==> config.mk <==
export PLATFORM = sky130hd
export DESIGN_NAME = beep_burst_sequencer
export DESIGN_NICKNAME = d
export VERILOG_FILES = /design/src/design/bbs_pkg.sv /design/src/design/bbs_ctrl.sv /design/src/design/bbs_scale.sv /design/src/design/beep_burst_sequencer.sv
export SDC_FILE = /design/constraint.sdc
export NUM_CORES = 1
export LEC_CHECK = 0
export BUFFER_PORTS_ARGS = -buffer_cell sky130_fd_sc_hd__buf_2
export CORE_MARGIN = 2
export CORE_UTILIZATION = 60
export CTS_BUF_LIST = sky130_fd_sc_hd__clkbuf_16
export CTS_CLUSTER_DIAMETER = 150
export DETAILED_ROUTE_END_ITERATION = 6
export PLACE_DENSITY = 0.79
export SETUP_SLACK_MARGIN = 0.4
export SYNTH_ARGS = -nofsm -noshare
export SYNTH_HDL_FRONTEND = slang
export SYNTH_HIERARCHICAL = 1
export SYNTH_SLANG_ARGS = --single-unit
==> constraint.sdc <==
create_clock -name clk -period 20.3 [get_ports clk]
set_input_delay 3.045 -clock clk [delete_from_list [all_inputs] [get_ports clk]]
set_output_delay 3.045 -clock clk [all_outputs]
set_load 0.02 [all_outputs]
==> src/design/bbs_pkg.sv <==
// beep burst sequencer package: shared types and constants
// used by bbs_ctrl, bbs_scale and beep_burst_sequencer
`timescale 1ns / 1ps

package bbs_pkg;

  localparam int unsigned RELOAD_W = 16;
  localparam int unsigned PCT_W    = 7;
  localparam int unsigned CMP_W    = 15;
  localparam int unsigned PROD_W   = RELOAD_W + PCT_W;
  localparam int unsigned QUOT_W   = PROD_W - 3;

  localparam logic [RELOAD_W-1:0] RELOAD_RESET = 16'd35999;
  localparam logic [PCT_W-1:0]    VOL_MAX      = 7'd100;

  // x / 200 = (x >> 3) / 25, the /25 done as a reciprocal multiply
  localparam logic [QUOT_W-1:0]   RECIP_25     = 20'd671089;
  localparam int unsigned         RECIP_SHIFT  = 24;

  localparam logic CMD_TICK  = 1'b0;
  localparam logic CMD_START = 1'b1;

  typedef struct packed {
    logic             upd;
    logic [PCT_W-1:0] pct;
    logic             busy;
  } ctrl_res_t;

endpackage

==> src/design/bbs_ctrl.sv <==
// burst phase state machine: on/off phases, beep count, phase timing
// depends on bbs_pkg
`timescale 1ns / 1ps

module bbs_ctrl (
  input  logic                  clk,
  input  logic                  rst,
  input  logic                  en,
  input  logic                  command,
  input  logic [31:0]           now_ms,
  input  logic [7:0]            volume_percent,
  input  logic [7:0]            beep_count,
  input  logic [15:0]           on_time_ms,
  input  logic [15:0]           beep_period,
  output bbs_pkg::ctrl_res_t    res
);

  typedef enum logic [1:0] {
    PH_IDLE = 2'd0,
    PH_ON   = 2'd1,
    PH_OFF  = 2'd2
  } phase_t;

  phase_t                       phase, phase_next;
  logic [31:0]                  step_start_ms, step_start_ms_next;
  logic [bbs_pkg::PCT_W-1:0]    saved_volume, saved_volume_next;
  logic [7:0]                   beeps_remaining, beeps_remaining_next;
  logic [15:0]                  tone_on_ms, tone_on_ms_next;
  logic [15:0]                  tone_off_ms, tone_off_ms_next;

  logic [31:0]                  elapsed;
  logic [bbs_pkg::PCT_W-1:0]    vol_c;
  logic [15:0]                  on_c;
  logic [7:0]                   beeps_dec;

  assign elapsed   = now_ms - step_start_ms;
  assign vol_c     = (volume_percent > {1'b0, bbs_pkg::VOL_MAX}) ? bbs_pkg::VOL_MAX
                                                                 : volume_percent[6:0];
  assign on_c      = (on_time_ms > beep_period) ? beep_period : on_time_ms;
  assign beeps_dec = beeps_remaining - 8'd1;

  always_comb begin
    phase_next           = phase;
    step_start_ms_next   = step_start_ms;
    saved_volume_next    = saved_volume;
    beeps_remaining_next = beeps_remaining;
    tone_on_ms_next      = tone_on_ms;
    tone_off_ms_next     = tone_off_ms;
    res.upd              = 1'b0;
    res.pct              = '0;
    if (command == bbs_pkg::CMD_START) begin
      if (beep_count != 8'd0) begin
        saved_volume_next    = vol_c;
        beeps_remaining_next = beep_count;
        tone_on_ms_next      = on_c;
        tone_off_ms_next     = beep_period - on_c;
        res.upd              = 1'b1;
        if (vol_c == '0) begin
          phase_next = PH_IDLE;
        end else begin
          res.pct            = vol_c;
          phase_next         = PH_ON;
          step_start_ms_next = now_ms;
        end
      end
    end else begin
      unique case (phase)
        PH_ON: begin
          if (elapsed >= {16'd0, tone_on_ms}) begin
            res.upd              = 1'b1;
            beeps_remaining_next = beeps_dec;
            if (beeps_dec == 8'd0) begin
              phase_next = PH_IDLE;
            end else begin
              phase_next         = PH_OFF;
              step_start_ms_next = now_ms;
            end
          end
        end
        PH_OFF: begin
          if (elapsed >= {16'd0, tone_off_ms}) begin
            res.upd            = 1'b1;
            res.pct            = saved_volume;
            phase_next         = PH_ON;
            step_start_ms_next = now_ms;
          end
        end
        default: begin
        end
      endcase
    end
    res.busy = (phase_next == PH_ON) || (phase_next == PH_OFF);
  end

  always_ff @(posedge clk) begin
    if (rst) begin
      phase           <= PH_IDLE;
      step_start_ms   <= '0;
      saved_volume    <= '0;
      beeps_remaining <= '0;
      tone_on_ms      <= '0;
      tone_off_ms     <= '0;
    end else if (en) begin
      phase           <= phase_next;
      step_start_ms   <= step_start_ms_next;
      saved_volume    <= saved_volume_next;
      beeps_remaining <= beeps_remaining_next;
      tone_on_ms      <= tone_on_ms_next;
      tone_off_ms     <= tone_off_ms_next;
    end
  end

endmodule

==> src/design/bbs_scale.sv <==
// compare value scaling: reload * pct registered, then / 200 by reciprocal
// depends on bbs_pkg
`timescale 1ns / 1ps

module bbs_scale (
  input  logic                           clk,
  input  logic                           load_b,
  input  logic                           load_c,
  input  logic [bbs_pkg::RELOAD_W-1:0]   reload,
  input  bbs_pkg::ctrl_res_t             res,
  output logic                           compare_update,
  output logic [bbs_pkg::CMP_W-1:0]      compare_value,
  output logic                           busy_res
);

  logic                                      b_upd;
  logic                                      b_busy;
  logic [bbs_pkg::PROD_W-1:0]                b_prod;
  logic [bbs_pkg::QUOT_W-1:0]                quot8;
  logic [2*bbs_pkg::QUOT_W-1:0]              recip_prod;

  assign quot8      = b_prod[bbs_pkg::PROD_W-1:3];
  assign recip_prod = quot8 * bbs_pkg::RECIP_25;

  always_ff @(posedge clk) begin
    if (load_b) begin
      b_upd  <= res.upd;
      b_busy <= res.busy;
      b_prod <= reload * res.pct;
    end
    if (load_c) begin
      compare_update <= b_upd;
      busy_res       <= b_busy;
      compare_value  <= recip_prod[bbs_pkg::RECIP_SHIFT +: bbs_pkg::CMP_W];
    end
  end

endmodule

==> src/design/beep_burst_sequencer.sv <==
// beep burst sequencer top level: stream handshakes, pipeline valids, reload register
// instantiates bbs_ctrl and bbs_scale, depends on bbs_pkg
//
// channel  dir  handshake             payload
// s_axis   in   s_tvalid / s_tready   s_tdata (80b), s_tuser (command)
// m_axis   out  m_tvalid / m_tready   m_tdata (16b), m_tuser (compare_update)
// cfg      in   cfg_valid / cfg_ready cfg_data (tone_reload)
//
// one item per cycle sustained while m_tready stays high; m_tvalid follows the input transfer through the stages below
// stages: input register, state update plus reload*volume product, /200 output register
// sync reset clears stage valids and burst state, and sets reload to 35999
// a stall on the output backs up stage by stage; cfg is always ready
`timescale 1ns / 1ps

module beep_burst_sequencer (
  input  logic        clk,
  input  logic        rst,
  input  logic        s_tvalid,
  output logic        s_tready,
  input  logic [79:0] s_tdata,   // now_ms, volume_percent, beep_count, on_time_ms, beep_period
  input  logic        s_tuser,   // command
  output logic        m_tvalid,
  input  logic        m_tready,
  output logic [15:0] m_tdata,   // compare_value, busy_res
  output logic        m_tuser,   // compare_update
  input  logic        cfg_valid,
  output logic        cfg_ready,
  input  logic [15:0] cfg_data
);

  logic [bbs_pkg::RELOAD_W-1:0] tone_reload;

  logic        a_v, b_v, c_v;
  logic        a_cmd;
  logic [31:0] a_now;
  logic [7:0]  a_vol;
  logic [7:0]  a_cnt;
  logic [15:0] a_on;
  logic [15:0] a_per;

  logic        a_ready, b_ready, c_ready;
  logic        load_b, load_c;

  bbs_pkg::ctrl_res_t      res;
  logic                    compare_update;
  logic [bbs_pkg::CMP_W-1:0] compare_value;
  logic                    busy_res;

  assign c_ready   = !c_v || m_tready;
  assign load_c    = b_v && c_ready;
  assign b_ready   = !b_v || c_ready;
  assign load_b    = a_v && b_ready;
  assign a_ready   = !a_v || b_ready;
  assign s_tready  = a_ready;
  assign cfg_ready = 1'b1;

  always_ff @(posedge clk) begin
    if (rst) begin
      a_v         <= 1'b0;
      b_v         <= 1'b0;
      c_v         <= 1'b0;
      tone_reload <= bbs_pkg::RELOAD_RESET;
    end else begin
      if (a_ready) begin
        a_v <= s_tvalid;
      end
      if (b_ready) begin
        b_v <= a_v;
      end
      if (c_ready) begin
        c_v <= b_v;
      end
      if (cfg_valid && cfg_ready) begin
        tone_reload <= cfg_data;
      end
    end
  end

  // input payload
  always_ff @(posedge clk) begin
    if (s_tvalid && a_ready) begin
      a_cmd <= s_tuser;
      a_now <= s_tdata[31:0];
      a_vol <= s_tdata[39:32];
      a_cnt <= s_tdata[47:40];
      a_on  <= s_tdata[63:48];
      a_per <= s_tdata[79:64];
    end
  end

  bbs_ctrl u_ctrl (
    .clk            (clk),
    .rst            (rst),
    .en             (load_b),
    .command        (a_cmd),
    .now_ms         (a_now),
    .volume_percent (a_vol),
    .beep_count     (a_cnt),
    .on_time_ms     (a_on),
    .beep_period    (a_per),
    .res            (res)
  );

  bbs_scale u_scale (
    .clk            (clk),
    .load_b         (load_b),
    .load_c         (load_c),
    .reload         (tone_reload),
    .res            (res),
    .compare_update (compare_update),
    .compare_value  (compare_value),
    .busy_res       (busy_res)
  );

  assign m_tvalid = c_v;
  assign m_tuser  = compare_update;
  assign m_tdata  = {busy_res, compare_value};

endmodule

==> results of run 1 <==
## worst max-delay path, delay by kind of cell, from the launching register on
kind	cells	cell delay [ns]
compound gates	16	3.55
xor+xnor	2	0.31
fa+ha+maj	7	3.13
buf+inv	2	0.10
flops	1	0.39
simple gates	6	1.01
## layout by cell type (no fill, tap or decap), drive strengths merged, types with 9 or more instances in the layout
| master | count |
|---|---|
| nor3 | 23 |
| dfxtp | 100 |
| nand2b | 19 |
| clkbuf | 28 |
| nor2b | 22 |
| a211o | 14 |
| mux2i | 41 |
| ha | 354 |
| nand4 | 22 |
| fa | 214 |
| o21ai | 80 |
| buf | 125 |
| and2 | 39 |
| clkinv | 9 |
| o21a | 20 |
| a31oi | 16 |
| nor2 | 165 |
| a21o | 37 |
| o21bai | 12 |
| a21oi | 132 |
| inv | 456 |
| nand3 | 30 |
| a22o | 10 |
| a211oi | 39 |
| o31ai | 10 |
| nand2 | 178 |
| o211ai | 11 |
| xor2 | 23 |
| edfxtp | 120 |
| xnor2 | 47 |
## cell usage after synthesis, drive strengths merged, types with 20 or more instances
| cell | number |
|---|---|
| fa | 214 |
| nor2 | 165 |
| edfxtp | 120 |
| o21a | 20 |
| nand2 | 178 |
| nor3 | 23 |
| a21oi | 132 |
| inv | 450 |
| o21ai | 80 |
| nand3 | 30 |
| dfxtp | 100 |
| mux2i | 41 |
| xnor2 | 47 |
| and2 | 39 |
| ha | 354 |
| a211oi | 39 |
| nor2b | 22 |
| nand4 | 22 |
| clkbuf | 38 |
| xor2 | 23 |
| a21o | 37 |
## logic make-up (layout without fill, tap and decap cells)
kind of cell    Yosys count  after routing  share of synthesized area
compound gates          441            441                      0.129
flops                   220            220                      0.246
fa+ha+maj               568            568                      0.382
buf+inv                 504            623                     0.0868
simple gates            543            543                      0.110
other cells               1              1                   0.000164
mux                      44             44                     0.0195
xor+xnor                 70             70                     0.0269
## registers in the layout (all words and copies together), names as in the netlist
register / flops
u_ctrl/beeps_remaining: 8
u_scale/b_busy: 1
m_tvalid: 1
u_scale/busy_res: 1
u_scale/b_upd: 1
a_per: 16
u_scale/b_prod: 20
a_cnt: 8
b_v: 1
u_ctrl/step_start_ms: 32
a_now: 32
a_on: 16
u_ctrl/saved_volume: 7
a_vol: 8
u_scale/compare_update: 1
a_v: 1
u_ctrl/phase: 2
u_ctrl/tone_on_ms: 16
u_ctrl/tone_off_ms: 16
a_cmd: 1
u_scale/compare_value: 15
tone_reload: 16
## worst max path at each step
stage,from,to,cells past startpoint
after floorplan,a_now[0],u_scale/b_prod[22],34
after global placement,a_now[0],u_scale/b_prod[22],33
after detailed placement,a_now[0],u_scale/b_prod[22],33
after CTS,a_now[0],u_scale/b_prod[22],33
after global routing,a_now[6],u_scale/b_prod[22],33
final,a_now[6],u_scale/b_prod[21],33
## through the flow
stage          hold WS (ns)  setup WS [ns]  utilization  area, µm²
2_1_floorplan         0.400          12.46            -      22800
5_1_grt               0.485          11.00        0.659      24800
3_5_place_dp          0.450          11.67        0.634      23800
3_3_place_gp          0.444          11.89        0.634      23800
4_1_cts               0.458          11.65        0.659      24800
6_report              0.459          11.55        0.659      24800
## metal layers
layer	share of wire	wire (µm)	up-vias
met3	0.038	1950	107
li1	-	-	8252
met1	0.43	21900	8191
met2	0.50	25200	382
met4	0.032	1610	0
met5	0	0	-
## final cells by class
type	count	area, µm²	area share
Inverter	450	1690	0.0682
Multi-Input combinational cell	1667	15300	0.615
Sequential cell	220	5610	0.226
Clock inverter	20	254	0.0102
Timing Repair Buffer	125	641	0.0259
Clock buffer	28	701	0.0283
Tap cell	511	639	0.0258
==> impl_metrics.py, run 1 <==
metrics = {
    "cts": {
        "cts.sinks": 220,
        "clk_pin_slew_ns": 0.06,
        "post_cts_buffers": 0,
        "cts_buffers": 26,
        "cts-htree-levels": 1,
        "insertion_delay_ns": 0.57,
        "postCtsResizedCells": 0,
        "cts_tree": "done",
        "max-clock-path-buffers": 3,
        "postCtsHoldBufs": 0,
        "root_buffer": "clkbuf_16",
    },
    "synthesis": {
        "synthesis.nets": 3061,
        "synthFlopType": "edfxtp_1",
        "synth_area_leaders": "ha_1, fa_1, edfxtp_1",
        "ys_types": 81,
        "netlist_area_um2": 22800,
        "syn-mean-instance-area_um2": 9.54,
        "async_reset_ff_frac": 0,
        "yosysWarnings": 6,
        "netlist.area_leader.share": 0.194,
        "ys_ff_latch": 220,
        "synth-edff-count": 120,
        "synth_top_cell_by_area": "ha_1",
        "synthCells": 2391,
        "ys_seq_area_frac": 0.246,
    },
    "route": {
        "via_per_inst": 5.60,
        "drt_iter0_markers": 904,
        "ant_nets": 0,
        "drt-wirelength-per-cell_um": 16.8,
        "dr.pass1.iters": 5,
        "vias": 16932,
        "drc": 0,
        "wirelength_um": 50600,
    },
    "grt": {
        "overflow": 0,
        "grt_antenna_before_repair": 0,
        "grt_max_degree": 82,
        "use_met1": 0.333,
        "top_usage_layer": "met2",
        "grt.total_usage": 0.264,
        "grt_pass1_vias": 17552,
        "use_met2": 0.471,
        "grt_first_pass_wirelength_um": 84200,
        "use_met3": 0.0317,
    },
    "critical_path": {
        "r2r_slack_ns": 11.55,
        "startpoint_type": "flop",
        "cp.arrival_ns": 9.06,
        "critPathSlowestCell": "fa_1",
        "crit_type": "reg -> reg",
        "max_stage_delay_ns": 0.54,
        "r2r-end": "u_scale/b_prod[21]",
        "worst-path-max-fanout": 16,
        "rr_worst_depth": 33,
        "worstReg2RegStart": "a_now[6]",
        "crit_required_ns": 20.61,
        "worstSetupEndpointType": "flop",
    },
    "layout": {
        "layout-drive-gt1-share": 0.0849,
        "finalNonFillerCells": 3021,
        "n_fill_cell": 2950,
        "antenna_cells": 0,
        "areaGrowthSynthToFinish_pct": 8.59,
        "final_nets": 3160,
    },
    "placed_design": {
        "placement.io_buffers": 120,
        "placed_cells": 2973,
        "gp_congestion": 0.935,
        "place_hpwl_um": 41200,
    },
    "outcome": {
        "status": "completed",
    },
    "job": {
        "cap_violations": 0,
    },
    "sta": {
        "worstMarginPinSlew_ns": 1.18,
        "final.setup_skew_ns": 0.0269,
        "hold_viol": 0,
        "slew_viol_final": 0,
        "slew_headroom": 0.216,
        "tns_ns": 0,
        "max_freq_mhz": 114,
        "fin_crit_ns": 8.75,
        "setup_violations": 0,
        "rsz0062_at_grt": "false",
        "fin_crit_sh": 0.431,
    },
    "floorplan": {
        "num_rows": 71,
        "coreArea_um2": 37600,
        "die_x_um": 199,
        "start_util": 0.607,
        "die_h_um": 199,
        "ios": 122,
        "die_area_um2": 39600,
    },
    "hold_path": {
        "hold_start": "u_ctrl/tone_off_ms[8]",
        "hold_path_class": "reg -> reg",
        "whs_endpoint": "u_ctrl/tone_off_ms[8]",
        "holdPathStages": 2,
    },
}
Power of run 1 is left out: the tool's default activity adds up to more than one toggle a clock period on the data nets, which glitch-free logic cannot reach.
==> run 2, diff against run 1 <==
--- a/config.mk
+++ b/config.mk
@@ -5,13 +5,14 @@
 export SDC_FILE = /design/constraint.sdc
 export NUM_CORES = 1
 export LEC_CHECK = 0
+export ABC_AREA = 1
 export BUFFER_PORTS_ARGS = -buffer_cell sky130_fd_sc_hd__buf_2
 export CORE_MARGIN = 2
-export CORE_UTILIZATION = 60
+export CORE_UTILIZATION = 58
 export CTS_BUF_LIST = sky130_fd_sc_hd__clkbuf_16
 export CTS_CLUSTER_DIAMETER = 150
 export DETAILED_ROUTE_END_ITERATION = 6
-export PLACE_DENSITY = 0.79
+export PLACE_DENSITY = 0.8
 export SETUP_SLACK_MARGIN = 0.4
 export SYNTH_ARGS = -nofsm -noshare
 export SYNTH_HDL_FRONTEND = slang
==> constraint.sdc (replaced) <==
create_clock -name clk -period 8.05 [get_ports clk]
set_input_delay 1.2075 -clock clk [delete_from_list [all_inputs] [get_ports clk]]
set_output_delay 1.2075 -clock clk [all_outputs]
set_load 0.02 [all_outputs]
==> impl_metrics.py, run 2 <==
metrics = {
    "outcome": {
        "status": "completed",
    },
    "critical_path": {
        "r2r_slack_ns": 0.89,
        "rr_worst_depth": 33,
        "crit_required_ns": 8.37,
        "r2r-end": "u_scale/b_prod[20]",
        "cp.arrival_ns": 7.48,
        "critPathSlowestCell": "fa_1",
        "crit_top_cell": "nand2_1",
        "max_stage_delay_ns": 0.54,
        "startpoint_type": "flop",
        "crit_type": "reg -> reg",
        "worstSetupEndpointType": "flop",
        "worstReg2RegStart": "a_now[0]",
        "worst-path-max-fanout": 16,
    },
    "synthesis": {
        "synth_xor_area_frac": 0.0181,
        "yosysMostFrequentCell": "nand2_1",
        "synthSimpleGateAreaFrac": 0.204,
        "synthMuxAreaShare": 0,
        "async_reset_ff_frac": 0,
        "synth_area_leaders": "ha_1, fa_1, edfxtp_1",
        "synth_top_family_by_area": "adder cells",
        "synth_compound_area_frac": 0.0736,
        "yosysWarnings": 6,
        "synthCells": 3154,
        "netlist.area_leader.share": 0.180,
        "netlist_area_um2": 24600,
        "syn-mean-instance-area_um2": 7.81,
        "synthFlopType": "edfxtp_1",
        "yosys-top-cells-count": "nand2_1, inv_1, ha_1",
        "ys_seq_area_frac": 0.228,
        "ys_ff_latch": 220,
        "synth-edff-count": 120,
        "ys_types": 56,
        "synthAdderAreaFrac": 0.354,
        "synth_top_cell_by_area": "ha_1",
        "synthesis.nets": 3824,
    },
    "placed_design": {
        "gp_congestion": 0.980,
        "placement.io_buffers": 120,
        "place_area_um2": 25800,
        "place_hpwl_um": 45500,
        "placed_cells": 3780,
        "pre_cts_ws_ns": 1.03,
    },
    "route": {
        "drc": 0,
        "drt_iter0_markers": 1331,
        "via_per_inst": 5.22,
        "wirelength_um": 55500,
        "drt-wirelength-per-cell_um": 14.5,
        "ant_nets": 0,
        "dr.pass1.iters": 5,
        "vias": 19965,
    },
    "sta": {
        "rsz0062_at_grt": "false",
        "final.setup_skew_ns": 0.0295,
        "worstMarginPinSlew_ns": 0.972,
        "setup_violations": 0,
        "slew_headroom": 0.351,
        "slew_viol_final": 0,
        "hold_viol": 0,
        "fin_crit_ns": 7.16,
        "max_freq_mhz": 140,
        "tns_ns": 0,
        "fin_crit_sh": 0.889,
        "finalWorstSetupSlack_ns": 0.893,
    },
    "grt": {
        "grt.total_usage": 0.257,
        "grt_antenna_before_repair": 0,
        "grt_pass1_vias": 19597,
        "grt_max_degree": 65,
        "use_met1": 0.366,
        "grt_first_pass_wirelength_um": 93400,
        "top_usage_layer": "met2",
        "use_met2": 0.420,
        "overflow": 0,
        "use_met3": 0.0372,
    },
    "cts": {
        "cts_buffers": 26,
        "cts.sinks": 220,
        "clk_pin_slew_ns": 0.06,
        "cts-htree-levels": 1,
        "insertion_delay_ns": 0.57,
        "postCtsHoldBufs": 0,
        "cts_tree": "done",
        "max-clock-path-buffers": 3,
        "post_cts_buffers": 0,
        "postCtsResizedCells": 0,
        "root_buffer": "clkbuf_16",
    },
    "layout": {
        "finalNonFillerCells": 3827,
        "final_cell_mix": "nand2_1, inv_1, ha_1",
        "finish.instance_area_um2": 26700,
        "layout-drive-gt1-share": 0.0760,
        "reg_top3": "a_now: 32 flops, u_ctrl/step_start_ms: 32 flops, u_scale/b_prod: 20 flops",
        "n_fill_cell": 3584,
        "final_nets": 3939,
        "areaGrowthSynthToFinish_pct": 8.59,
        "final_common_cell": "nand2_1",
        "antenna_cells": 0,
    },
    "floorplan": {
        "num_rows": 75,
        "die_x_um": 210,
        "ios": 122,
        "start_util": 0.587,
        "die_h_um": 210,
        "die_area_um2": 44100,
        "coreArea_um2": 41900,
    },
    "hold_path": {
        "hold_path_class": "reg -> reg",
        "hold_start": "a_v",
        "holdPathStages": 2,
        "whs_endpoint": "b_v",
    },
    "job": {
        "cap_violations": 0,
    },
}
[run 2: cell count changes after synthesis, sizes merged, moves of 17 or more]
cell and delta:
a21o -25, nand2b -19, inv +283, o21ai +17
nand2 +579, nor2 +79, mux2i -41, xnor2 -33
nand3 +89, a211oi -32, a21oi +24, nor2b -22
and2 -36
[run 2: cell type report]
class / count / area, µm² / area share
repair buffers: 132 / 691 / 0.0258
inverters: 739 / 2780 / 0.104
flip-flops and latches: 220 / 5610 / 0.210
clock buffers: 27 / 676 / 0.0253
multi-input cells: 2150 / 16000 / 0.599
clock inverters: 20 / 314 / 0.0117
well taps: 539 / 674 / 0.0252
[run 2: worst max path at each step]
stage,from,endpoint,slack (ns),depth (start not counted)
after global placement,a_now[7],u_scale/b_prod[15],1.17,32
final,a_now[0],u_scale/b_prod[20],0.89,33
after CTS,a_now[0],u_scale/b_prod[20],0.96,33
after detailed placement,a_now[0],u_scale/b_prod[20],1.03,33
after global routing,a_now[0],u_scale/b_prod[20],0.42,33
after floorplan,a_now[0],u_scale/b_prod[20],1.50,34
[run 2: worst max-delay path, delay by kind of cell, from the launching register on]
| kind | cells | cell delay, ns |
|---|---|---|
| compound gates | 4 | 0.73 |
| xor+xnor | 2 | 0.51 |
| fa+ha+maj | 8 | 3.35 |
| buf+inv | 6 | 0.60 |
| flops | 1 | 0.36 |
| simple gates | 13 | 1.39 |
[run 2: per-layer routing]
| layer | up-vias | wire length (µm) |
|---|---|---|
| li1 | 10028 | - |
| met1 | 9227 | 25900 |
| met2 | 636 | 24800 |
| met3 | 74 | 3820 |
| met4 | 0 | 938 |
| met5 | - | 0 |
[run 2: logic make-up after synthesis]
| group | count (synthesis) |
|---|---|
| AO/OA/AOI/OAI | 326 |
| XOR/XNOR | 51 |
| adder cells (fa/ha/maj) | 568 |
| buffers and inverters | 784 |
| flip-flops | 220 |
| other | 1 |
| AND/OR/NAND/NOR | 1204 |
[run 2: metrics by stage]
stage / utilization / hold WS, ns
5_1_grt: 0.638 / 0.499
4_1_cts: 0.638 / 0.466
2_1_floorplan: - / 0.400
3_5_place_dp: 0.614 / 0.458
6_report: 0.638 / 0.470
3_3_place_gp: 0.614 / 0.454
Power of run 2 is left out for the same reason.
